`src/hdl/ctr_pkg.sv`:
```
`timescale 1ns / 1ps
// ----------------------------------------------------------------------------
// ctr_pkg
// Shared types and constants of the compact target retarget unit.
// ----------------------------------------------------------------------------
`default_nettype none

package ctr_pkg;

    localparam int unsigned SPAN_W     = 24;
    localparam int unsigned TS_W       = 26;
    localparam int unsigned BASE_W     = 23;
    localparam int unsigned PROD_W     = BASE_W + TS_W;
    localparam int unsigned MAX_PAD    = 5;
    localparam int unsigned DIV_W      = PROD_W + 8 * MAX_PAD;
    localparam int unsigned QBYTES     = (DIV_W + 7) / 8;
    localparam logic [SPAN_W-1:0] SPAN_RESET = SPAN_W'(14 * 24 * 60 * 60);

    typedef struct packed {
        logic [31:0] previous_bits;
        logic signed [31:0] actual_timespan;
    } ctr_cmd_t;

    typedef struct packed {
        logic [31:0] next_bits;
        logic        overflow;
    } ctr_rsp_t;

    typedef struct packed {
        logic              valid;
        logic [7:0]        ext;
        logic [SPAN_W-1:0] rem;
        logic [DIV_W-1:0]  word;
    } ctr_lane_t;

endpackage

`default_nettype wire

```
`src/hdl/ctr_front.sv`:
```
`timescale 1ns / 1ps
// ----------------------------------------------------------------------------
// ctr_front
// Clamps the timespan, decodes the compact word, multiplies and aligns.
// ----------------------------------------------------------------------------
`default_nettype none

module ctr_front
    import ctr_pkg::*;
(
    input  wire logic              clk,
    input  wire logic              rst_n,
    input  wire logic              take,
    input  wire ctr_cmd_t          cmd,
    input  wire logic [SPAN_W-1:0] span,
    output ctr_lane_t              lane
);

    logic              v1_reg;
    logic [TS_W-1:0]   ts_reg, ts_next;
    logic [BASE_W-1:0] base_reg, base_next;
    logic [2:0]        sh_reg, sh_next;
    logic [7:0]        ext_reg, ext_next;
    logic              v2_reg;
    logic [PROD_W-1:0] prod_reg;
    logic [2:0]        sh2_reg;
    logic [7:0]        ext2_reg;

    logic signed [32:0] act;
    logic signed [32:0] lo;
    logic signed [32:0] hi;
    logic [7:0]         sz;
    logic [22:0]        mant;
    logic [7:0]         z;

    always_comb
    begin
        act  = {cmd.actual_timespan[31], cmd.actual_timespan};
        lo   = 33'({2'b00, span} >> 2);
        hi   = 33'({2'b00, span} << 2);
        sz   = cmd.previous_bits[31:24];
        mant = cmd.previous_bits[22:0];
        if (act < lo)
            ts_next = TS_W'(lo);
        else if (act > hi)
            ts_next = TS_W'(hi);
        else
            ts_next = TS_W'(act);
        if (sz == 8'd0)
            base_next = '0;
        else if (sz == 8'd1)
            base_next = mant >> 16;
        else if (sz == 8'd2)
            base_next = mant >> 8;
        else
            base_next = mant;
        z = (sz > 8'd3) ? sz - 8'd3 : 8'd0;
        if (z > 8'(MAX_PAD))
        begin
            sh_next  = 3'(MAX_PAD);
            ext_next = z - 8'(MAX_PAD);
        end
        else
        begin
            sh_next  = z[2:0];
            ext_next = '0;
        end
    end

    always_ff @(posedge clk or negedge rst_n)
    begin
        if (!rst_n)
        begin
            v1_reg <= 1'b0;
            v2_reg <= 1'b0;
        end
        else
        begin
            v1_reg <= take;
            v2_reg <= v1_reg;
        end
    end

    always_ff @(posedge clk)
    begin
        ts_reg   <= ts_next;
        base_reg <= base_next;
        sh_reg   <= sh_next;
        ext_reg  <= ext_next;
        prod_reg <= PROD_W'(base_reg * ts_reg);
        sh2_reg  <= sh_reg;
        ext2_reg <= ext_reg;
    end

    always_comb
    begin
        lane.valid = v2_reg;
        lane.ext   = ext2_reg;
        lane.rem   = '0;
        lane.word  = DIV_W'(prod_reg) << {sh2_reg, 3'b000};
    end

endmodule

`default_nettype wire

```
`config.mk`:
```
export PLATFORM = sky130hd
export DESIGN_NAME = ctr_front
export DESIGN_NICKNAME = d
export VERILOG_FILES = /design/src/hdl/ctr_pkg.sv /design/src/hdl/ctr_front.sv
export SDC_FILE = /design/constraint.sdc
export NUM_CORES = 2
export LEC_CHECK = 0
export ABC_AREA = 1
export BUFFER_PORTS_ARGS = -buffer_cell sky130_fd_sc_hd__buf_2
export CORE_MARGIN = 2
export CORE_UTILIZATION = 35
export CTS_CLUSTER_SIZE = 25
export DETAILED_ROUTE_END_ITERATION = 8
export PLACE_DENSITY_LB_ADDON = 0.08
export SLEW_MARGIN = 15
export SYNTH_ARGS = -nofsm -noshare
export SYNTH_HDL_FRONTEND = slang
export SYNTH_SLANG_ARGS = --single-unit
export TNS_END_PERCENT = 5
```
`constraint.sdc`:
```
create_clock -name clk -period 9.19 [get_ports clk]
set_clock_uncertainty 0.05 [all_clocks]
set_input_delay 0.4595 -clock clk [delete_from_list [all_inputs] [get_ports clk]]
set_output_delay 0.4595 -clock clk [all_outputs]
set_load 0.03 [all_outputs]
```
Word-level counts from Yosys, hierarchy flattened
Index checks and enable logic that the tools add are counted.

Logic and storage cells: 30. Bits of input ports: 91. Output and inout bits: 122. Register bits after elaboration: 122.

Reductions and logical operators: 3. Shifts and indexed selects: 1. Multipliers: 1. Equal/unequal tests: 2. Muxes and demuxes: 5. $lt $le $gt $ge: 4. $add $sub $neg: 2.

Operator list (count): << shifter 49 x 6 -> 89 bit (1); multiplier 23 x 26 -> 49 bit (1); > comparator 32 x 27 -> 1 bit (1); less-than comparator 32 x 23 -> 1 bit (1); two-way mux 26 bit (1); two-way mux 22 bit (1); two-way mux 15 bit (1); equality test 8 x 1 -> 1 bit (second input constant) (1); equality test 8 x 2 -> 1 bit (second input constant) (1); > comparator 8 x 2 -> 1 bit (second input constant) (1); > comparator 8 x 3 -> 1 bit (second input constant) (1); logical NOT 8 bit (1); two-way mux 8 bit (1); subtractor 8 x 2 -> 8 bit (second input constant) (1); subtractor 8 x 3 -> 8 bit (second input constant) (1); two-way mux 7 bit (1); OR reduction 3 bit (1); OR reduction 2 bit (1).

Longest topological paths before layout
Depth in word-level cells: 3. Mapped depth: 28. Depth with buffers taken out: 26.

Worst setup path before layout
No wires, ideal clock.

Kind: reg2reg. From: register base_reg[8]. To: register prod_reg[39]. Period minus slack after synthesis: 5.949 ns. Data required time: 9.027 ns. Stages on the path, launching flop included: 26. Slack: 3.241 ns. Library setup time: 0.113 ns. Buffers on the path: 2. Arrival time: 5.786 ns. Path through: dfxtp_1 -> clkbuf_1 -> clkbuf_1 -> nand2_1 -> fa_1 -> inv_1 -> fa_1 -> inv_1 -> fa_1 -> inv_1 -> fa_1 -> fa_1 -> fa_1 -> inv_1 -> fa_1 -> inv_1 -> ha_1 -> nand2_1 -> nor2_1 -> inv_1 -> nor2_1 -> inv_1 -> nor3_1 -> nand3_1 -> nand4_1 -> nand2_1.

Longest elaborated chain between the ends: 1.

Ends and longest elaborated chain: start, declared (line ctr_front.sv:21) `logic [BASE_W-1:0] base_reg, base_next;`; start signal, assigned (line ctr_front.sv:87) `base_reg <= base_next;`; multiplier 23 x 26 -> 49 bit (line ctr_front.sv:90) `prod_reg <= PROD_W'(base_reg * ts_reg);`; end signal, assigned (line ctr_front.sv:90); end, declared (line ctr_front.sv:25) `logic [PROD_W-1:0] prod_reg;`.

No other way between the ends. A chain may end at the register's enable or synchronous reset.

Final worst setup path
From: register base_reg[7]. To: register prod_reg[23].

The elaborated chain is that of the path after synthesis.

==> impl_results.md <==
* Compound-Gate Fraction of Synth Area at under 10%
* Post-synth EDFFs at 0
* Resized cells post-CTS at 0
* Synth area leader: fa_1
* Worst path required time at around 9.5 ns
* CTS buffer count at 17
* Antenna Cells at 0
* Reg-to-Reg End: prod_reg[23]$_DFF_P_
* First-pass DRT Iterations at 5
* Status: completed
* XOR/XNOR Fraction of Synth Area at 1.08%
* Die width at between 200 and 300 microns
* Non-Filler Instances at approximately 4,900
* Peak Freq at approximately 140 MHz
* Count of final max-slew check failures at 0
* WHS Endpoint: v1_reg$_DFF_PN0_
* Area share of the largest cell type after synthesis at a little over a third
* Post-synthesis sequential area ratio at under 10%
* Core footprint at just under 80,000 sq um
* Crit-path max FO at 18
* Crit path DAT at roughly 7.4 ns
* CP endpoint kind: flip-flop
* Die area at slightly above 80,000 sq um
* Worst r2r src: base_reg[7]$_SDFF_PP0_
* Cts hold-fix bufs at 1
* Crit start category: flip-flop
* Syn-to-layout area delta at 8.78%
* Clk buf depth at 2
* Worst-Margin Slew at between 1 and 1.5 ns
* Crit path kind: flip-flop to flip-flop
* Cell area after synthesis at approximately 28,000 sq um
* Clk slew on worst S/H paths at around 0.060 ns
* Hold Path Class: primary input to flip-flop
* Final period util at slightly below 80%
* Vias in the first global route at between 20,000 and 25,000
* Seq cells post-synth at around 120
* Largest family of logic cells by synthesized area: adder cells
* Postcts setup bufs at 0
* Synth cell count leaders: nand2_1 (1,062), inv_1 (954), fa_1 (501), ha_1 (226), nor2_1 (185)
* Latest clock arrival within the worst-skew pair at about 0.47 ns
* Mux contribution to synthesized area at less than 1%
* Total GRT Usage at 22.0%
* Synth Area in Simple Gates at between 20% and 30%
* Post-synth ARST share at between 1.5 and 2%
* DR WL/cell at 17.4 microns
* RePlAce Congestion at 0.922
* Total number of H-tree levels at 4
* Post-route minimum period at 7.11 ns
* Overall overflow remaining after global route at 0
* Vias at around 23,000
* Min-delay src: take
* Starting Density at between 30% and 40%
* Adder-Cell Fraction of Synth Area at approximately 47%
* Most numerous cell in the Yosys netlist: nand2_1
* Primary FF master, synth: dfxtp_1
* Gate count of the mapped netlist at roughly 3,800
* Vias per std cell at 4.66
* Layout net count at around 4,700
* Largest net degree at the start of global routing at 74
* Synth warnings at 0
* Antenna-violating nets left at 0
* Clock sink count at roughly 120
* CTS tree: built
* RSZ-0062 raised after global routing: false
* Hold Fails Final Rpt at 0
* Initial antenna violation count at 0
* Final wirelength at roughly 85 mm
* Share of cells above drive strength 1 at approximately 8.1%
* Max Cap Viol at 0
* Initial DRC count at 1,292
* # DRC at 0
* Setup Viol. Count Final at 0
* Flop2flop setup slack at around 2.1 ns
* # rows at approximately 100
* First-pass GRT wire length at 138 mm
* Die height at 285 microns
* Clock root buffer: clkbuf_16
* IO Count at 213
* Final setup TNS at 0 ns
* Max reg flops at 49
* Post-Place Cells at around 4,900
* Largest cells by area after synthesis: fa_1 (36%), nand2_1 (14%), inv_1 (13%), ha_1 (10%), dfxtp_1 (8.7%)
* Post-synth cell types at 48
* Relative slew margins at 24.2%
* Worst r2r path cells at 25
* Hold path depth at 1
* Syn_area_per_cell at approximately 7.3 sq um
* IO buf count at 187
* Dpl hpwl at just under 70 mm
[worst max-delay path: stages, from the launching register on]
cell and delay, ns:
dfxtp_1 1.01, buf_4 0.33, nand2_1 0.06, inv_1 0.07, fa_1 0.43, fa_1 0.51
inv_1 0.05, fa_1 0.47, inv_1 0.05, fa_1 0.52, inv_1 0.06, fa_1 0.53
inv_1 0.05, fa_1 0.51, inv_1 0.06, fa_1 0.47, inv_1 0.05, ha_1 0.36
nand2_1 0.12, nor2_1 0.21, inv_1 0.09, nor2_1 0.16, inv_1 0.10, o21ai_0 0.24
a21oi_1 0.09, xnor2_1 0.31
[layout make-up]
class / count / area, sq um
fill: 8397 / 47700
multi-input combinational: 2514 / 20700
inverter: 962 / 3610
sequential: 122 / 2470
tap: 1040 / 1300
timing repair buffer: 234 / 1290
clock buffer: 18 / 439
clock inverter: 14 / 161
[layer usage]
metal | GRT usage [%] | part of all wire [%] | up-vias
li1 | - | - | 11100
met1 | 30.1 | 46 | 11200
met2 | 37.0 | 47 | 498
met3 | 2.65 | 4.7 | 77
met4 | 5.39 | 2.0 | 0
met5 | 0 | 0 | -
[logic make-up (layout without fill, tap and decap cells)]
kind of cell,count (synthesis),in the layout
AND/OR/NAND/NOR,1429,1429
other,1,24
adder cells (fa/ha/maj),727,727
flip-flops,122,122
XOR/XNOR,34,34
buffers and inverters,1160,1228
multiplexers,22,22
AO/OA/AOI/OAI,278,278
[layout by cell type (no fill, tap or decap), types with 9 or more instances in the layout]
cell type and instances:
o22ai_1 10, inv_1 954, nor2_1 185, xor2_1 24, buf_2 187, nand4_1 49, a21oi_1 111, fa_1 501
buf_4 46, xnor2_1 10, o21a_1 9, mux2i_1 22, dfxtp_1 107, o21ai_0 107, nor3_1 24, dfxtp_2 13
o21ai_1 15, conb_1 24, clkbuf_16 17, nand2_2 17, ha_1 226, nand2_1 1062, nand3_1 71
[stage by stage]
stage	setup WS, ns	hold WS [ns]	cell area [sq um]	util, %
2_1_floorplan	3.24	0.114	27700	-
3_3_place_gp	2.14	0.195	29400	37.8
3_5_place_dp	2.13	0.197	29400	37.8
4_1_cts	2.09	0.0172	30000	38.6
5_1_grt	1.71	0.0292	30000	38.6
6_report	2.08	0.0477	30000	38.6
[how the worst max path moves through the flow]
| stage | end | cells after the start | slack [ns] | startpoint |
|---|---|---|---|---|
| final | prod_reg[23]$_DFF_P_ | 25 | 2.08 | base_reg[7]$_SDFF_PP0_ |
| after global routing | prod_reg[46]$_DFF_P_ | 25 | 1.71 | base_reg[7]$_SDFF_PP0_ |
| after CTS | prod_reg[46]$_DFF_P_ | 25 | 2.09 | base_reg[7]$_SDFF_PP0_ |
| after detailed placement | prod_reg[46]$_DFF_P_ | 25 | 2.13 | base_reg[7]$_SDFF_PP0_ |
| after global placement | prod_reg[46]$_DFF_P_ | 25 | 2.14 | base_reg[7]$_SDFF_PP0_ |
| after floorplan | prod_reg[39]$_DFF_P_ | 25 | 3.24 | base_reg[8]$_SDFF_PP0_ |
Power is not shown: default switching activity piles up to over one toggle a cycle in this logic, so the estimate is an artifact.
