<file path="src/hdl/ctr_pkg.sv">
`timescale 1ns / 1ps
// ----------------------------------------------------------------------------
// ctr_pkg
// Shared types and constants of the compact target retarget unit.
// ----------------------------------------------------------------------------
`default_nettype none

package ctr_pkg;

    localparam int unsigned SPAN_W     = 24;
    localparam int unsigned TS_W       = 26;
    localparam int unsigned BASE_W     = 23;
    localparam int unsigned PROD_W     = BASE_W + TS_W;
    localparam int unsigned MAX_PAD    = 5;
    localparam int unsigned DIV_W      = PROD_W + 8 * MAX_PAD;
    localparam int unsigned QBYTES     = (DIV_W + 7) / 8;
    localparam logic [SPAN_W-1:0] SPAN_RESET = SPAN_W'(14 * 24 * 60 * 60);

    typedef struct packed {
        logic [31:0] previous_bits;
        logic signed [31:0] actual_timespan;
    } ctr_cmd_t;

    typedef struct packed {
        logic [31:0] next_bits;
        logic        overflow;
    } ctr_rsp_t;

    typedef struct packed {
        logic              valid;
        logic [7:0]        ext;
        logic [SPAN_W-1:0] rem;
        logic [DIV_W-1:0]  word;
    } ctr_lane_t;

endpackage

`default_nettype wire

</file>
<file path="src/hdl/ctr_encode.sv">
`timescale 1ns / 1ps
// ----------------------------------------------------------------------------
// ctr_encode
// Finds the quotient byte length and packs the new compact word.
// ----------------------------------------------------------------------------
`default_nettype none

module ctr_encode
    import ctr_pkg::*;
#(
    parameter int unsigned TARGET_BYTES = 32
)
(
    input  wire logic              clk,
    input  wire logic              rst_n,
    input  wire logic [SPAN_W-1:0] span,
    input  wire ctr_lane_t         lane,
    output logic                   done,
    output ctr_rsp_t               rsp
);

    logic     done_reg;
    ctr_rsp_t rsp_reg, rsp_next;

    logic [8*QBYTES-1:0]    qw;
    logic [8*QBYTES+23:0]   xw;
    logic [3:0]             nb;
    logic [8:0]             len;
    logic [23:0]            top;

    always_comb
    begin
        qw = (8*QBYTES)'(lane.word);
        xw = {qw, 24'h000000};
        nb = '0;
        for (int b = 0; b < QBYTES; b++)
        begin
            if (qw[8*b +: 8] != 8'h00)
                nb = 4'(b + 1);
        end
        top = xw[{nb, 3'b000} +: 24];
        len = 9'(lane.ext) + 9'(nb);
        rsp_next = '0;
        if (span == '0 || nb == '0)
            rsp_next = '0;
        else if (len > 9'(TARGET_BYTES))
            rsp_next.overflow = 1'b1;
        else if (top[23])
            rsp_next.next_bits = {8'h01, len[7:0], top[23:8]};
        else
            rsp_next.next_bits = {len[7:0], top};
    end

    always_ff @(posedge clk or negedge rst_n)
    begin
        if (!rst_n)
            done_reg <= 1'b0;
        else
            done_reg <= lane.valid;
    end

    always_ff @(posedge clk)
    begin
        rsp_reg <= rsp_next;
    end

    assign done = done_reg;
    assign rsp  = rsp_reg;

endmodule

`default_nettype wire

</file>
<file path="config.mk">
export PLATFORM = sky130hd
export DESIGN_NAME = ctr_encode
export DESIGN_NICKNAME = d
export VERILOG_FILES = /design/src/hdl/ctr_pkg.sv /design/src/hdl/ctr_encode.sv
export SDC_FILE = /design/constraint.sdc
export NUM_CORES = 1
export LEC_CHECK = 0
export ABC_AREA = 1
export BUFFER_PORTS_ARGS = -buffer_cell sky130_fd_sc_hd__buf_2
export CORE_ASPECT_RATIO = 0.5
export CORE_MARGIN = 2
export CORE_UTILIZATION = 36
export CTS_CLUSTER_DIAMETER = 30
export DETAILED_ROUTE_END_ITERATION = 8
export PLACE_DENSITY = 0.71
export SETUP_SLACK_MARGIN = 0.2
export SYNTH_ARGS = -nofsm -noshare
export SYNTH_HDL_FRONTEND = slang
export SYNTH_SLANG_ARGS = --single-unit
export TNS_END_PERCENT = 30
</file>
<file path="constraint.sdc">
create_clock -name clk -period 1.25 [get_ports clk]
set_clock_uncertainty 0.05 [all_clocks]
set_input_delay 0.125 -clock clk [delete_from_list [all_inputs] [get_ports clk]]
set_output_delay 0.125 -clock clk [all_outputs]
set_load 0.05 [all_outputs]
</file>
Word level (Yosys, flattened, before mapping) --
Cells that the tools add are included.
Operators by class: add/sub/neg operators 1, magnitude comparators 1, shifts and indexed selects 1, multiplexer cells 14, bitwise logic cells 1, reduce and logical (&&, ||, !) cells 17
Operators by type and width (number):
- indexed part select 120 x 8 -> 24 bit | 1
- nonzero test 8 bit | 11
- 2-to-1 mux 4 bit | 9
- 2-to-1 mux 25 bit | 1
- logical NOT 24 bit | 1
- adder 8 x 4 -> 9 bit | 1
- > comparator 9 x 6 -> 1 bit, second input constant | 1
- OR reduction 3 bit | 2
- logical NOT 4 bit | 1
- 2-to-1 mux 2 bit | 2
- 2-to-1 mux 1 bit | 2
- OR reduction 2 bit | 1
- logical OR 1 bit | 1
- inverter 1 bit | 1
Storage, ports and cells: bits in registers 34, input bits 148, output and inout bits 34, word-level logic and storage cells 40

Depth between registers and ports, before layout --
depth after elaboration 16, depth in mapped cells 32, depth with buffers taken out 29

Worst setup path before layout --
Ideal clock, no wire load.
path type input to register, start input port lane[20] (netlist bit), end register rsp_reg, in the netlist rsp[20], library setup time 59 ps, arrival 3296 ps, data required time 1141 ps, slack -2155 ps, cell stages on the path 29, path buffers 3, cells stage by stage nor2_1 -> nand3_1 -> nor2_1 -> nand2_1 -> nand2_1 -> nand2_1 -> nand2_1 -> nand2_1 -> nand2_1 -> nand2_2 -> nand2_4 -> nand2_8 -> nand2_4 -> inv_1 -> buf_4 -> buf_4 -> ha_1 -> fa_1 -> nand3_1 -> nand3_1 -> and2_1 -> inv_1 -> nand4_1 -> o21ai_0 -> nand3_1 -> nor2_2 -> buf_2 -> nand3_1 -> nand2_1
Between the ends: word-level cells in the longest chain between the ends 14, elaborated cells between the ends (all ways) 18, classes of those cells add/sub: 1; order compare: 1; shift: 1; mux: 11; reduce/logical: 4
Ends and longest elaborated chain:
- start, declared | line ctr_encode.sv:17 | input wire ctr_lane_t lane,
- nonzero test 8 bit * | line ctr_encode.sv:38 | if (qw[8*b +: 8] != 8'h00)
- 2-to-1 mux 2 bit * | line ctr_encode.sv:38
- 2-to-1 mux 4 bit * (9 in series) | line ctr_encode.sv:38
- adder 8 x 4 -> 9 bit or logical NOT 4 bit (tied branches) | line ctr_encode.sv:42, ctr_encode.sv:44
- > comparator 9 x 6 -> 1 bit or logical OR 1 bit (tied branches) | line ctr_encode.sv:46, ctr_encode.sv:44
- OR reduction 2 bit (no source line)
- end signal, assigned | line ctr_encode.sv:64 | rsp_reg <= rsp_next;
- end, declared | line ctr_encode.sv:23 | ctr_rsp_t rsp_reg, rsp_next;
Mark *: on every way between the ends. The rest lies on a longest branch, timed or not. A chain may end at the register's enable or synchronous reset.

Worst setup path in the final report --
start input port lane[16] (netlist bit), end register rsp_reg, in the netlist rsp[1]
Between the ends: word-level cells in the longest chain between the ends 14, elaborated cells between the ends (all ways) 18, classes of those cells add/sub: 1; order compare: 1; shift: 1; mux: 11; reduce/logical: 4
Ends and longest elaborated chain (line):
- nonzero test 8 bit | ctr_encode.sv:38
- 2-to-1 mux 2 bit | ctr_encode.sv:38
- 2-to-1 mux 4 bit (9 in series) | ctr_encode.sv:38
- adder 8 x 4 -> 9 bit or logical NOT 4 bit (tied branches) | ctr_encode.sv:42, ctr_encode.sv:44
- > comparator 9 x 6 -> 1 bit or logical OR 1 bit (tied branches) | ctr_encode.sv:46, ctr_encode.sv:44
- OR reduction 2 bit (no source line)
Parallel ways exist; a longest one is shown, timed or not.

==> results.yml <==
clock_tree:
  clk_pin_slew_ps: 50
  htree_num_levels: 2
  clockBufferDepth: 2
  cts_root_buffer: "clkbuf_16"
  cts_tree: "done"
  numCtsBuffers: 5
  cts.sinks: 34
power:
  ir_drop_mv: 0.784
  pwr-share-clk: 0.265
  power_uw: 4620
  p_comb_frac: 0.485
  p_sw_uw: 1720
  p_int_uw: 2890
  p_per_area_nw_per_um2: 647
  leakage_uw: 0.00397
  switching_share: 0.373
  power_frac_seq: 0.251
critical_path:
  critPathTopFamily: "simple AND/OR/NAND/NOR gates"
  critical_path_class: "input port to register"
  crit_path_max_incr_delay_ps: 380
  crit_path_end_kind: "register"
  worst_ep_required_time_ps: 1420
  arrival_ps: 3260
  path_common_cell: "nand2_1"
  cp_num_buf_inv: 6
  setup.worst_path.end: "rsp[1]$_SDFF_PP0_"
  critical_path_depth: 29
  worst_setup_path_start_kind: "input port"
  cpMaxStageDelayCell: "fa_2"
  crit_fanout: 8
  startpoint: "lane[16]"
cells_and_area:
  n_antenna_cell: 0
  fillers: 1176
  regArea_um2: 686
  area_delta_synth_final_pct: 59.7
  layout-drive-gt1-share: 0.381
  stdcell_count: 1300
  largest_reg_flops: 33
  multi_input_area_um2: 3280
  final_util: 0.597
  nets: 1287
global_route:
  grt_pass1_vias: 5849
  grt_usage: 0.281
  grt_max_degree: 74
  antenna_found_initial: 0
  grt_pass1_wl_um: 29600
  overflow: 0
drt:
  drtIter0Drc: 770
  first_pass_iters: 5
  wire_per_inst_um: 15.0
  num_vias: 6532
  routed_wirelength_um: 19400
  vias_per_cell: 5.02
  drc_errors: 0
  drtAntennaViolNets: 0
timing:
  tns_ps: -52730
  post-route-period-util: 2.47
  max_freq_ghz: 0.324
  setup_viol: 30
  finalCriticalPeriod_ps: 3090
  worst_hold_slack_ps: 85.0
  layout_setup_ws_ps: -1840
  rsz0062_at_grt: "true"
  relSlewSlack: 0.514
  final_max_slew_viol_count: 0
  worst_slew_pin_slew_ps: 730
  hold_violations: 0
logic_synthesis:
  synth.distinct_cells: 39
  synth_edf_count: 0
  synth_top_flop_cell: "dfxtp_1"
  synth_adder_area_share: 0.0157
  yosys-mux-area-fraction: 0
  yosysWarningCount: 0
  synth_area_um2: 4470
  syn_inst: 834
  yosysSeqAreaShare: 0.153
  avgSynthCellArea_um2: 5.36
  synth-seq-cells: 34
  synth_top_family_by_area: "simple AND/OR/NAND/NOR gates"
  synthArstFlopShare: 0.0294
  synth-xor-area-share: 0.00784
  synth-simple-area-share: 0.606
  synth_compound_area_frac: 0.0619
floorplanning:
  core_area_um2: 11900
  die_x_um: 162
  rows: 28
  io_pins: 182
  die_h_um: 82.8
  initial_utilization: 0.374
  die-area_um2: 13400
placement:
  io_buffers: 157
  dp_hpwl_um: 14700
  dp_cells: 1280
  gp_congestion: 0.981
min_path:
  hold_class: "input port to register"
  whs_path_depth: 3
status:
  violations: "negative setup slack"
  status: "finished, violations left"
run:
  maxCapViolations: 0
-- timing repair --
action,in CTS,in global routing
endpoints found under the setup margin,30,37
hold buffers,2,0
pin swaps,10,21
resized for setup,16,28
setup buffers,4,2
cloned,2,2
hold endpoints to repair,2,0
-- Yosys cell counts, types with 2 or more instances --
cell	instances	area [um^2]
nand2_1	256	961
nand3_1	233	1170
inv_1	97	364
nor2_1	42	158
dfxtp_1	33	661
buf_2	24	120
a21oi_1	19	95.1
nand4_1	15	93.8
o21ai_0	15	75.1
inv_2	14	52.6
clkbuf_1	9	33.8
o211ai_1	8	60.1
buf_4	7	52.6
nand2_2	6	37.5
nor4_1	6	37.5
nor2_4	5	56.3
buf_1	4	15.0
buf_6	4	45.0
ha_1	4	50.1
nor2_2	4	25.0
nand2_4	3	33.8
nand3_2	3	30.0
xor2_1	3	26.3
a31oi_1	2	12.5
and2_1	2	12.5
nor2_8	2	40.0
nor3_2	2	20.0
-- cell families after synthesis --
group           count (synthesis)
buf+inv                       160
other cells                     1
fa+ha+maj                       5
xor+xnor                        4
flops                          34
compound gates                 47
simple gates                  583
-- layer usage --
layer,routed length [um],GRT usage,vias up
met5,0,0,-
met3,1750,0.0522,23
li1,-,-,3300
met4,313,0.0670,0
met2,8470,0.449,297
met1,8920,0.395,2912
-- through the flow --
step / setup slack [ps] / instance area, um^2
3_5_place_dp: -2060 / 6660
6_report: -1840 / 7140
5_1_grt: -2050 / 7140
3_3_place_gp: -2000 / 6660
4_1_cts: -1690 / 6970
2_1_floorplan: -1840 / 4650
-- final cells by class --
cell class / count / share of cell area
multi-input cells: 642 / 0.460
repair buffers: 339 / 0.328
flip-flops and latches: 34 / 0.0961
inverters: 112 / 0.0659
well taps: 165 / 0.0289
clock buffers: 7 / 0.0200
clock inverters: 1 / 0.000701
-- how the worst min path moves through the flow --
stage,start,to
3_3_place_gp,rst_n,done$_DFF_PN0_
4_1_cts,lane[120],rsp[0]$_SDFF_PP0_
2_1_floorplan,rst_n,done$_DFF_PN0_
5_1_grt,rst_n,done$_DFF_PN0_
6_report,lane[120],rsp[0]$_SDFF_PP0_
3_5_place_dp,rst_n,done$_DFF_PN0_
-- cells in the final DEF, fill, tap and decap left out, types with 2 or more instances in the layout --
cell / instances
nand3_1: 212
nor2_4: 8
nor2_1: 38
nand3_2: 24
nand4_1: 15
nor4_1: 6
inv_8: 3
buf_12: 4
inv_4: 9
a31oi_1: 2
xor2_1: 3
dfxtp_1: 33
o21ai_0: 14
buf_4: 170
o211ai_1: 8
a21oi_2: 3
ha_1: 3
inv_2: 14
dlygate4sd3_1: 2
nand2_1: 253
inv_1: 85
buf_6: 6
clkbuf_16: 7
a21oi_1: 17
buf_16: 2
nor2_2: 5
nand2_2: 9
conb_1: 3
nor2_8: 2
nand2_8: 2
nand2_4: 2
clkbuf_4: 7
buf_2: 145
-- power by group through the flow --
stage | sequential (uW) | combinational, uW | clock (uW)
after floorplan | 1380 | 945 | 0
after global placement | 1180 | 2030 | 0
after detailed placement | 1180 | 2050 | 0
after CTS | 1160 | 2130 | 1230
after global routing | 1160 | 2430 | 1280
final | 1160 | 2240 | 1220
Note: power is estimated with default switching activity, not from simulation.
