$ cat src/hdl/ctr_pkg.sv
`timescale 1ns / 1ps
// ----------------------------------------------------------------------------
// ctr_pkg
// Shared types and constants of the compact target retarget unit.
// ----------------------------------------------------------------------------
`default_nettype none

package ctr_pkg;

    localparam int unsigned SPAN_W     = 24;
    localparam int unsigned TS_W       = 26;
    localparam int unsigned BASE_W     = 23;
    localparam int unsigned PROD_W     = BASE_W + TS_W;
    localparam int unsigned MAX_PAD    = 5;
    localparam int unsigned DIV_W      = PROD_W + 8 * MAX_PAD;
    localparam int unsigned QBYTES     = (DIV_W + 7) / 8;
    localparam logic [SPAN_W-1:0] SPAN_RESET = SPAN_W'(14 * 24 * 60 * 60);

    typedef struct packed {
        logic [31:0] previous_bits;
        logic signed [31:0] actual_timespan;
    } ctr_cmd_t;

    typedef struct packed {
        logic [31:0] next_bits;
        logic        overflow;
    } ctr_rsp_t;

    typedef struct packed {
        logic              valid;
        logic [7:0]        ext;
        logic [SPAN_W-1:0] rem;
        logic [DIV_W-1:0]  word;
    } ctr_lane_t;

endpackage

`default_nettype wire

$ cat src/hdl/ctr_cell.sv
`timescale 1ns / 1ps
// ----------------------------------------------------------------------------
// ctr_cell
// One restoring division step: shifts in a dividend bit, emits a quotient bit.
// ----------------------------------------------------------------------------
`default_nettype none

module ctr_cell
    import ctr_pkg::*;
(
    input  wire logic              clk,
    input  wire logic              rst_n,
    input  wire logic [SPAN_W-1:0] span,
    input  wire ctr_lane_t         lane_in,
    output ctr_lane_t              lane_out
);

    logic            valid_reg;
    ctr_lane_t       data_reg, data_next;
    logic [SPAN_W:0] cur;
    logic            q;

    always_comb
    begin
        cur             = {lane_in.rem, lane_in.word[DIV_W-1]};
        q               = (cur >= {1'b0, span});
        data_next       = lane_in;
        data_next.rem   = q ? SPAN_W'(cur - {1'b0, span}) : SPAN_W'(cur);
        data_next.word  = {lane_in.word[DIV_W-2:0], q};
    end

    always_ff @(posedge clk or negedge rst_n)
    begin
        if (!rst_n)
            valid_reg <= 1'b0;
        else
            valid_reg <= lane_in.valid;
    end

    always_ff @(posedge clk)
    begin
        data_reg <= data_next;
    end

    always_comb
    begin
        lane_out       = data_reg;
        lane_out.valid = valid_reg;
    end

endmodule

`default_nettype wire

$ cat config.mk
export PLATFORM = sky130hd
export DESIGN_NAME = ctr_cell
export DESIGN_NICKNAME = d
export VERILOG_FILES = /design/src/hdl/ctr_pkg.sv /design/src/hdl/ctr_cell.sv
export SDC_FILE = /design/constraint.sdc
export NUM_CORES = 1
export LEC_CHECK = 0
export ABC_CLOCK_PERIOD_IN_PS = 800
export CELL_PAD_IN_SITES_DETAIL_PLACEMENT = 0
export CELL_PAD_IN_SITES_GLOBAL_PLACEMENT = 1
export CORE_MARGIN = 2
export CORE_UTILIZATION = 35
export CTS_CLUSTER_SIZE = 24
export DETAILED_ROUTE_END_ITERATION = 8
export DONT_BUFFER_PORTS = 1
export GPL_ROUTABILITY_DRIVEN = 0
export PLACE_DENSITY_LB_ADDON = 0.1
export SYNTH_ARGS = -nofsm -noshare
export SYNTH_HDL_FRONTEND = slang
export SYNTH_SLANG_ARGS = --single-unit
$ cat constraint.sdc
create_clock -name clk -period 0.8 [get_ports clk]
set_input_delay 0.08 -clock clk [delete_from_list [all_inputs] [get_ports clk]]
set_output_delay 0.08 -clock clk [all_outputs]
set_load 0.01 [all_outputs]
# ---- After elaboration in Yosys (flattened, before gate mapping)
# Index checks and enable logic that the tools add are counted.
dict set report totals {
  reg_bits 122
  in_bits 148
  output_inout_bits 122
  elab_cells 7
}
dict set report op_classes {
  add_sub_neg 1
  magnitude_cmp 1
  mux 1
}
# op n
set op_table {}
lappend op_table {{25-bit by 24-bit >= comparator with 1-bit output} 1}
lappend op_table {{24-bit 2-to-1 mux} 1}
lappend op_table {{24-bit subtractor} 1}

# ---- Longest topological paths before layout
# Gate-level depths: netlist (run 1).
dict set report depth {
  depth_word 2
  mapped_depth 11
  depth_no_buf 9
}

# ---- Worst setup path after synthesis (run 1)
# No wires, ideal clock.
dict set report synth_path {
  kind {input-to-reg}
  start {in span[9]}
  end {reg data_reg (netlist bit lane_out[100])}
  setup_time_ns 0.121
  t_arrival_ns 1.997
  required_time_ns 0.679
  slack_ns -1.318
  path_stages 11
  n_path_buf 2
  path_cell_list {inv_1 -> ha_1 -> buf_6 -> and4_4 -> and3_4 -> a311oi_2 -> a21bo_2 -> nor2_8 -> inv_6 -> buf_12 -> mux2_4}
}
# element line_no
set synth_rtl {}
lappend synth_rtl {{start: declaration} ctr_cell.sv:13} ;# input wire logic [SPAN_W-1:0] span,
lappend synth_rtl {{end signal: assignment} ctr_cell.sv:42} ;# data_reg <= data_next;
lappend synth_rtl {{end: declaration} ctr_cell.sv:19} ;# ctr_lane_t data_reg, data_next;

==> results of run 1 <==
metrics by stage:
step	hold WS [ns]	power [µW]	instance area [µm²]	setup slack (ns)
finish	-0.154	18700	8110	-0.761
global route	-0.163	19300	8110	-0.809
CTS	-0.164	18400	7860	-0.716
detailed placement	-0.216	9440	5320	-1.38
global placement	-0.216	9450	5320	-1.37
floorplan	-0.216	8510	4560	-1.22
cells by family after synthesis:
kind of cell               synth area share
xor gates and xnor gates             0.0217
and+or+nand+nor                       0.108
adders and majority gates            0.0721
muxes                                0.0296
AOI/OAI and AO/OA                     0.164
DFF                                   0.551
buffers and inverters                0.0543
area by class of cell:
| class | instances | area, µm² | area share |
|---|---|---|---|
| clock buffers | 18 | 429 | 0.0529 |
| repair buffers | 237 | 2100 | 0.259 |
| inverters | 34 | 159 | 0.0196 |
| flip-flops and latches | 122 | 2640 | 0.326 |
| repair inverters | 1 | 8.76 | 0.00108 |
| well taps | 172 | 215 | 0.0265 |
| multi-input cells | 230 | 2370 | 0.292 |
| clock inverters | 14 | 185 | 0.0228 |
worst max-delay path: stages:
cell	delay, ns
inv_8	0.01
ha_4	0.24
a21o_1	0.20
a31oi_4	0.19
a2111oi_4	0.12
o311a_4	0.43
nor2_8	0.19
inv_8	0.09
mux2_4	0.30
where the power goes:
| group | leakage, µW | switching (µW) | internal (µW) |
|---|---|---|---|
| sequential | 0.00104 | 532 | 6700 |
| clock | 0.000296 | 3060 | 4980 |
| combinational | 0.00197 | 1440 | 1960 |
placed cells by master, fill, tap and decap left out, types with 4 or more instances in the layout:
| cell | instances |
|---|---|
| inv_2 | 7 |
| nand4_1 | 7 |
| clkbuf_16 | 17 |
| ha_4 | 22 |
| a21oi_1 | 13 |
| o21ai_0 | 8 |
| a21oi_2 | 10 |
| inv_6 | 5 |
| nor3_1 | 10 |
| mux2_4 | 10 |
| dfxtp_2 | 104 |
| nor2_1 | 10 |
| o31ai_4 | 4 |
| inv_8 | 5 |
| buf_4 | 111 |
| xnor2_1 | 8 |
| and3_1 | 5 |
| nand3_1 | 14 |
| dlygate4sd3_1 | 122 |
| o21a_1 | 8 |
| o31a_1 | 4 |
| buf_6 | 4 |
| o21ai_1 | 5 |
| inv_1 | 21 |
| nand2_1 | 16 |
| dfxtp_4 | 17 |
how the worst max path moves through the flow:
| stage | startpoint | end | cells after the start |
|---|---|---|---|
| CTS | span[22] | lane_out[102] | 10 |
| detailed placement | lane_in[88] | lane_out[101] | 9 |
| global route | span[3] | lane_out[97] | 9 |
| floorplan | lane_in[92] | lane_out[100] | 9 |
| finish | span[4] | lane_out[92] | 9 |
| global placement | lane_in[88] | lane_out[101] | 9 |
routing by layer:
layer | wire length (µm) | GRT usage
met5 | 0 | 0
met4 | 416 | 0.104
met3 | 1300 | 0.0711
met2 | 8460 | 0.385
met1 | 6760 | 0.279
repair_timing:
item	4_1_cts	5_1_grt
buffers inserted	17	8
resized for setup	208	36
gates cloned	1	0
setup endpoints to repair	147	147
pin swaps	40	10
hold endpoints to repair	122	2
==> impl_metrics.json, run 1 <==
{
  "synth_warnings": 0,
  "grt_remaining_overflow": 0,
  "hp-class": "input port to flip-flop",
  "num-fill-cells": 986,
  "postLayoutCoreUtil": 0.648,
  "rsz0062_at_grt": "true",
  "fin_ws_ns": -0.761,
  "io_pins": 270,
  "relSlewSlack": 0.717,
  "synth_enable_flop_cells": 0,
  "crit_fanout": 6,
  "antenna_found_initial": 0,
  "initial_core_util": 0.355,
  "numCtsBuffers": 17,
  "worst_hold_slack_ns": -0.154,
  "drcViolationCount": 0,
  "worstMarginPinSlew_ns": 0.422,
  "setup_viol": 147,
  "synth_top_area_share": 0.545,
  "drv_slew": 0,
  "fp.dieH_um": 117,
  "grt_start_max_net_pins": 17,
  "synth_area_per_cell_um2": 11.1,
  "finalNonFillerCells": 828,
  "synth_cell_types": 62,
  "async_reset_ff_frac": 0.00820,
  "yosysSeqAreaShare": 0.551,
  "peakVddDrop_v": 0.00146,
  "yosysMostFrequentCell": "dfxtp_1",
  "grt_pass1_wl_um": 23200,
  "worstSetupPathType": "input port to flip-flop",
  "drv_cap": 0,
  "status": "finished, violations left",
  "yosys-top-cells-area": "dfxtp_1 55%, ha_1 6.8%, inv_1 2.8%, a21oi_1 2.7%, nand3_1 1.8%",
  "largest_reg_flops": 121,
  "postRouteAntennaNets": 0,
  "hold_path_depth": 2,
  "max_freq_mhz": 641,
  "worstSetupEndpointType": "flip-flop",
  "holdBufCountCts": 122,
  "via_count": 3998,
  "nets": 816,
  "h-tree-depth": 4,
  "cts_sinks": 122,
  "die-width_um": 117,
  "fin_tns_setup_ns": -23.25,
  "wire_per_inst_um": 20.5,
  "floorplan.die_area_um2": 13600,
  "diodes": 0,
  "syn_area_um2": 4440,
  "hold_violations": 2,
  "dr.first_iter.drc_count": 163,
  "crit_path_start_kind": "input port",
  "hold_end": "lane_out[89]",
  "cts_tree": "done",
  "synthCells": 402,
  "power_leakage_uw": 0.00331,
  "cp_data_required_time_ns": 1.10,
  "vias_per_cell": 4.83,
  "ys_top_cells_by_count": "121 x dfxtp_1, 33 x inv_1, 24 x a21oi_1, 24 x ha_1",
  "core_region_area_um2": 12500,
  "clk_pin_slew_ns": 0.06,
  "powerDensity_nw_per_um2": 2300,
  "synth_top_area_cell": "dfxtp_1",
  "drive_above_1_share": 0.564,
  "dpl.cell_count": 648,
  "min-delay-start": "lane_in[88]",
  "port_buffers": 0,
  "violations": "negative hold slack, negative setup slack",
  "rows": 41,
  "syn-num-nets": 575,
  "track_usage": 0.233,
  "dp_hpwl_um": 11400,
  "cts-root-buf": "clkbuf_16",
  "drt_first_pass_iters": 4,
  "cts_buffer_depth": 2,
  "syn2layout_area_growth_pct": 82.4,
  "fin_crit_sh": 1.95,
  "grt_pass1_vias": 4067,
  "ys.flop_type": "dfxtp_1",
  "routed_wirelength_um": 16900,
  "arrival_ns": 1.86,
  "min_period_ns": 1.56,
  "synth_seq_cells": 122
}
(Power assumes the default switching activity.)
==> run 2: changes to the inputs <==
--- a/config.mk
+++ b/config.mk
@@ -8,10 +8,10 @@
 export ABC_CLOCK_PERIOD_IN_PS = 800
 export CELL_PAD_IN_SITES_DETAIL_PLACEMENT = 0
 export CELL_PAD_IN_SITES_GLOBAL_PLACEMENT = 1
-export CORE_MARGIN = 2
-export CORE_UTILIZATION = 35
+export CORE_AREA = 2 2 106 108
 export CTS_CLUSTER_SIZE = 24
 export DETAILED_ROUTE_END_ITERATION = 8
+export DIE_AREA = 0 0 108 110
 export DONT_BUFFER_PORTS = 1
 export GPL_ROUTABILITY_DRIVEN = 0
 export PLACE_DENSITY_LB_ADDON = 0.1
==> run 2 against run 1 <==
- the run still ends with negative hold slack, negative setup slack left
- core utilization grew 11 points
- non-clock buffer count shrank 2
- clock power shrank 3.1%
- sequential cell count is the same
- count of clock-buffer cells in the layout shrank 1
- cell count shrank 4.2%
- fmax grew 3.0%
- sequential share of layout area shrank 0.058 points
- largest power group unchanged
- critical path type unchanged
==> impl_metrics.json, run 2 (same netlist as run 1, synthesis figures left out) <==
{
  "multi_input_area_um2": 2410,
  "peakVddDrop_v": 0.00181,
  "dpl.cell_count": 620,
  "crit_fanout": 7,
  "final_common_cell": "dlygate4sd3_1",
  "io_pins": 270,
  "crit_path_start_kind": "input port",
  "status": "finished, violations left",
  "postRouteAntennaNets": 0,
  "worstSetupEndpointType": "flip-flop",
  "fin_crit_sh": 1.90,
  "track_usage": 0.289,
  "nets": 813,
  "slowest_stage": "o311a_4",
  "worstSetupPathType": "input port to flip-flop",
  "diodes": 0,
  "seq_area_um2": 2650,
  "dp_hpwl_um": 11400,
  "cpPeakStageDelay_ns": 0.41,
  "vias_per_cell": 5.12,
  "path_buf_inv": 3,
  "drt_first_pass_iters": 4,
  "cts_buffer_depth": 2,
  "cp.depth": 10,
  "min_period_ns": 1.52,
  "hp-class": "input port to flip-flop",
  "syn2layout_area_growth_pct": 83.3,
  "finalNonFillerCells": 793,
  "num-fill-cells": 680,
  "max_freq_mhz": 660,
  "power_leakage_uw": 0.00333,
  "largest_reg_flops": 121,
  "numCtsBuffers": 17,
  "violations": "negative hold slack, negative setup slack",
  "cts_sinks": 122,
  "drive_above_1_share": 0.580,
  "grt_remaining_overflow": 0,
  "relSlewSlack": 0.747,
  "arrival_ns": 1.93,
  "rows": 38,
  "cts_tree": "done",
  "gr-usage-met1": 0.340,
  "port_buffers": 0,
  "via_count": 4064,
  "cp-startpoint": "span[8]",
  "cts-root-buf": "clkbuf_8",
  "grt_start_max_net_pins": 17,
  "worstMarginPinSlew_ns": 0.374,
  "drv_slew": 0,
  "drcViolationCount": 0,
  "drv_cap": 0,
  "busiest_layer": "met2",
  "routed_wirelength_um": 18000,
  "h-tree-depth": 4,
  "crit_chain": "inv_6 -> ha_4 -> a21oi_1 -> o21ai_1 -> nor2b_4 -> o311a_4 -> nor2_8 -> inv_8 -> buf_12 -> mux2_4",
  "setup_viol": 147,
  "grt_util_met2": 0.502,
  "floorplan.die_area_um2": 11900,
  "dr.first_iter.drc_count": 217,
  "postLayoutCoreUtil": 0.761,
  "grt_pass1_vias": 4279,
  "wire_per_inst_um": 22.7,
  "grt_pass1_wl_um": 25100,
  "fin_ws_ns": -0.716,
  "p_total_uw": 18500,
  "cp_data_required_time_ns": 1.21,
  "powerDensity_nw_per_um2": 2280,
  "mostFrequentLayoutCells": "120 x dlygate4sd3_1, 102 x buf_4, 101 x dfxtp_2, 22 x ha_4, 20 x dfxtp_4",
  "initial_core_util": 0.415,
  "clk_pin_slew_ns": 0.07,
  "hold_violations": 3,
  "core_region_area_um2": 10700,
  "rsz0062_at_grt": "true",
  "worst_hold_slack_ns": -0.262,
  "fp.dieH_um": 110,
  "critPathTopFamily": "compound AO/OA/AOI/OAI gates",
  "antenna_found_initial": 0,
  "die-width_um": 108,
  "use_met3": 0.0811,
  "cp-endpoint": "lane_out[96]"
}
[run 2: cell types whose count changed in the layout (fill, tap and decap cells not counted), sizes merged]
| cell | previous run | this run |
|---|---|---|
| clkbuf | 18 | 17 |
| bufinv | 3 | 2 |
| inv | 40 | 44 |
| dlygate4sd3 | 122 | 120 |
| clkinv | 3 | 0 |
[run 2: stage by stage]
| step | setup slack (ns) | setup TNS [ns] | cell area (µm²) |
|---|---|---|---|
| 2_1_floorplan | -1.22 | -26.69 | 4560 |
| 3_3_place_gp | -1.44 | -32.39 | 5310 |
| 3_5_place_dp | -1.38 | -32.20 | 5310 |
| 4_1_cts | -0.716 | -37.41 | 7930 |
| 5_1_grt | -0.739 | -39.07 | 8150 |
| 6_report | -0.716 | -34.34 | 8150 |
[run 2: where the power goes]
| part | switching (µW) | leakage [µW] | internal [µW] | total (µW) |
|---|---|---|---|---|
| sequential | 548 | 0.00104 | 6690 | 7240 |
| clock | 3220 | 0.000283 | 4570 | 7790 |
| combinational | 1500 | 0.00201 | 2030 | 3520 |
| total | 5270 | 0.00333 | 13300 | 18500 |
[run 2: repair_timing]
| action | in CTS | in global routing |
|---|---|---|
| gates cloned | 1 | 0 |
| resized for setup | 232 | 47 |
| setup buffers | 15 | 6 |
| endpoints found under the hold margin | 122 | 5 |
| hold buffers | 118 | 2 |
| endpoints found under the setup margin | 147 | 147 |
| pin swaps | 32 | 20 |
[run 2: metal layers]
| metal | vias to the layer above | share of wire |
|---|---|---|
| met1 | 1954 | 0.39 |
| met4 | 0 | 0.024 |
| met3 | 26 | 0.065 |
| met2 | 176 | 0.52 |
| met5 | - | 0 |
| li1 | 1908 | - |
[run 2: worst min-delay path by stage]
stage / slack, ns / startpoint / to / depth (start not counted)
global placement: -0.22 / rst_n / valid_reg / 0
detailed placement: -0.22 / rst_n / valid_reg / 0
finish: -0.26 / lane_in[110] / lane_out[111] / 2
floorplan: -0.22 / rst_n / valid_reg / 0
global route: -0.28 / lane_in[88] / lane_out[89] / 2
CTS: -0.33 / lane_in[90] / lane_out[91] / 2
[run 2: area by class of cell]
class,instances,area share
multi-input combinational,230,0.296
inverter,34,0.0212
clock inverter,15,0.0218
tap,140,0.0215
clock buffer,17,0.0508
sequential,122,0.325
timing repair buffer,235,0.263
==> run 3: changes to the inputs <==
--- a/config.mk
+++ b/config.mk
@@ -14,7 +14,7 @@
 export DIE_AREA = 0 0 108 110
 export DONT_BUFFER_PORTS = 1
 export GPL_ROUTABILITY_DRIVEN = 0
-export PLACE_DENSITY_LB_ADDON = 0.1
+export PLACE_DENSITY_LB_ADDON = 0.08
 export SYNTH_ARGS = -nofsm -noshare
 export SYNTH_HDL_FRONTEND = slang
 export SYNTH_SLANG_ARGS = --single-unit
==> run 3 against run 2 <==
- the flow still finishes with violations (negative hold slack, negative setup slack)
- die area unchanged
- critical path depth unchanged
- global-route usage down 0.36 points
- final area down 0.69%
- first-iteration DRC count down 20%
- core utilization down 0.53 points
- fmax up 3.8%
- sequential power about the same
- sequential cell count unchanged
- via count up 0.98%
- critical path type unchanged
- critical endpoint is now lane_out[92]
- largest power group unchanged
==> impl_metrics.json, run 3 (same netlist as run 1, synthesis figures left out) <==
{
  "fp.dieH_um": 110,
  "power_leakage_uw": 0.00332,
  "cts_buffer_depth": 2,
  "placed_area_um2": 5360,
  "peakVddDrop_v": 0.00141,
  "violations": "negative hold slack, negative setup slack",
  "fin_ws_ns": -0.660,
  "arrival_ns": 1.84,
  "largest_reg_flops": 121,
  "dr.first_iter.drc_count": 174,
  "syn2layout_area_growth_pct": 82.0,
  "hp-class": "input port to flip-flop",
  "grt_pass1_vias": 4356,
  "core_region_area_um2": 10700,
  "cts_tree": "done",
  "drive_above_1_share": 0.582,
  "max_freq_mhz": 685,
  "clk_pin_slew_ns": 0.06,
  "relSlewSlack": 0.746,
  "postRouteAntennaNets": 0,
  "fin_crit_sh": 1.83,
  "final_common_cell": "dlygate4sd3_1",
  "cts_sinks": 122,
  "cts-root-buf": "clkbuf_8",
  "wire_per_inst_um": 21.7,
  "routed_wirelength_um": 17300,
  "track_usage": 0.285,
  "worst_hold_slack_ns": -0.270,
  "grt_pass1_wl_um": 25000,
  "drt_first_pass_iters": 4,
  "nets": 815,
  "min_period_ns": 1.46,
  "initial_core_util": 0.415,
  "powerDensity_nw_per_um2": 2240,
  "hold_path_depth": 2,
  "drcViolationCount": 0,
  "hold_violations": 3,
  "grt_start_max_net_pins": 17,
  "port_buffers": 0,
  "rsz0062_at_grt": "true",
  "dp_hpwl_um": 11500,
  "vias_per_cell": 5.16,
  "status": "finished, violations left",
  "final_cell_area_um2": 8090,
  "worstSetupPathType": "input port to flip-flop",
  "numCtsBuffers": 17,
  "rows": 38,
  "multi_input_area_um2": 2400,
  "worstMarginPinSlew_ns": 0.376,
  "crit_fanout": 7,
  "h-tree-depth": 4,
  "floorplan.die_area_um2": 11900,
  "die-width_um": 108,
  "io_pins": 270,
  "postLayoutCoreUtil": 0.756,
  "min-delay-start": "lane_in[108]",
  "cp_data_required_time_ns": 1.18,
  "grt_remaining_overflow": 0,
  "drv_cap": 0,
  "seq_area_um2": 2650,
  "setup_viol": 147,
  "hold_end": "lane_out[109]",
  "via_count": 4104,
  "worstSetupEndpointType": "flip-flop",
  "num-fill-cells": 714,
  "mostFrequentLayoutCells": "120 x dlygate4sd3_1, 107 x buf_4, 99 x dfxtp_2, 21 x dfxtp_4, 20 x ha_4",
  "drv_slew": 0,
  "crit_path_start_kind": "input port",
  "antenna_found_initial": 1
}
[run 3: cell types whose count changed in the layout (fill, tap and decap cells not counted), sizes merged]
cell,delta
clkinvlp,-1
clkbuf,+1
bufinv,-1
inv,+1
clkinv,+1
diode,+1
buf,+1
[run 3: cell type report]
cell class                      count  share of cell area
Antenna cell                        1            0.000309
Clock buffer                       18              0.0529
Clock inverter                     14              0.0184
Inverter                           34              0.0201
Multi-Input combinational cell    230               0.297
Sequential cell                   122               0.328
Tap cell                          140              0.0217
Timing Repair Buffer              236               0.261
Timing Repair inverter              1             0.00108
[run 3: routing by layer]
metal  track usage  vias up  part of all wire  routed length, µm
met3        0.0794       33             0.066               1140
met2         0.493      166              0.51               8760
met5             0        -                 0                  0
met1         0.336     1987              0.40               6890
met4         0.117        0             0.028                491
li1              -     1918                 -                  -
[run 3: power by group]
part | switching [µW] | internal, µW | leakage [µW]
logic | 1470 | 1990 | 0.00199
registers | 542 | 6680 | 0.00104
clock network | 3130 | 4340 | 0.000280
[run 3: stage by stage]
| step | setup slack (ns) | total power, µW | instances | setup TNS (ns) |
|---|---|---|---|---|
| 2_1_floorplan | -1.22 | 8510 | 402 | -26.69 |
| 3_3_place_gp | -1.37 | 9480 | 625 | -32.31 |
| 3_5_place_dp | -1.39 | 9470 | 625 | -32.31 |
| 4_1_cts | -0.602 | 18000 | 790 | -32.27 |
| 5_1_grt | -0.692 | 18900 | 796 | -35.62 |
| 6_report | -0.660 | 18100 | 796 | -31.12 |
[run 3: worst max path at each step]
stage                      startpoint       endpoint  slack [ns]  cells after the start
final                        span[20]   lane_out[92]       -0.66                     10
after global routing         span[20]   lane_out[96]       -0.69                     10
after CTS                 lane_in[94]   lane_out[92]       -0.60                      8
after detailed placement  lane_in[88]   lane_out[97]       -1.39                     10
after global placement    lane_in[88]   lane_out[97]       -1.37                     10
after floorplan           lane_in[92]  lane_out[100]       -1.22                      9
[run 3: critical path: stages]
cell      delay [ns]
inv_2           0.03
ha_4            0.26
buf_4           0.15
a21oi_2         0.13
o21a_1          0.21
o221ai_4        0.15
a21bo_4         0.26
nor2_8          0.20
inv_8           0.08
mux2_4          0.29
[run 3: repair_timing]
action / 4_1_cts / 5_1_grt
setup endpoints to repair: 147 / 147
hold buffers: 118 / 2
setup buffers: 16 / 3
pin swaps: 40 / 12
cloned: 1 / 0
endpoints found under the hold margin: 122 / 5
resized for setup: 239 / 26
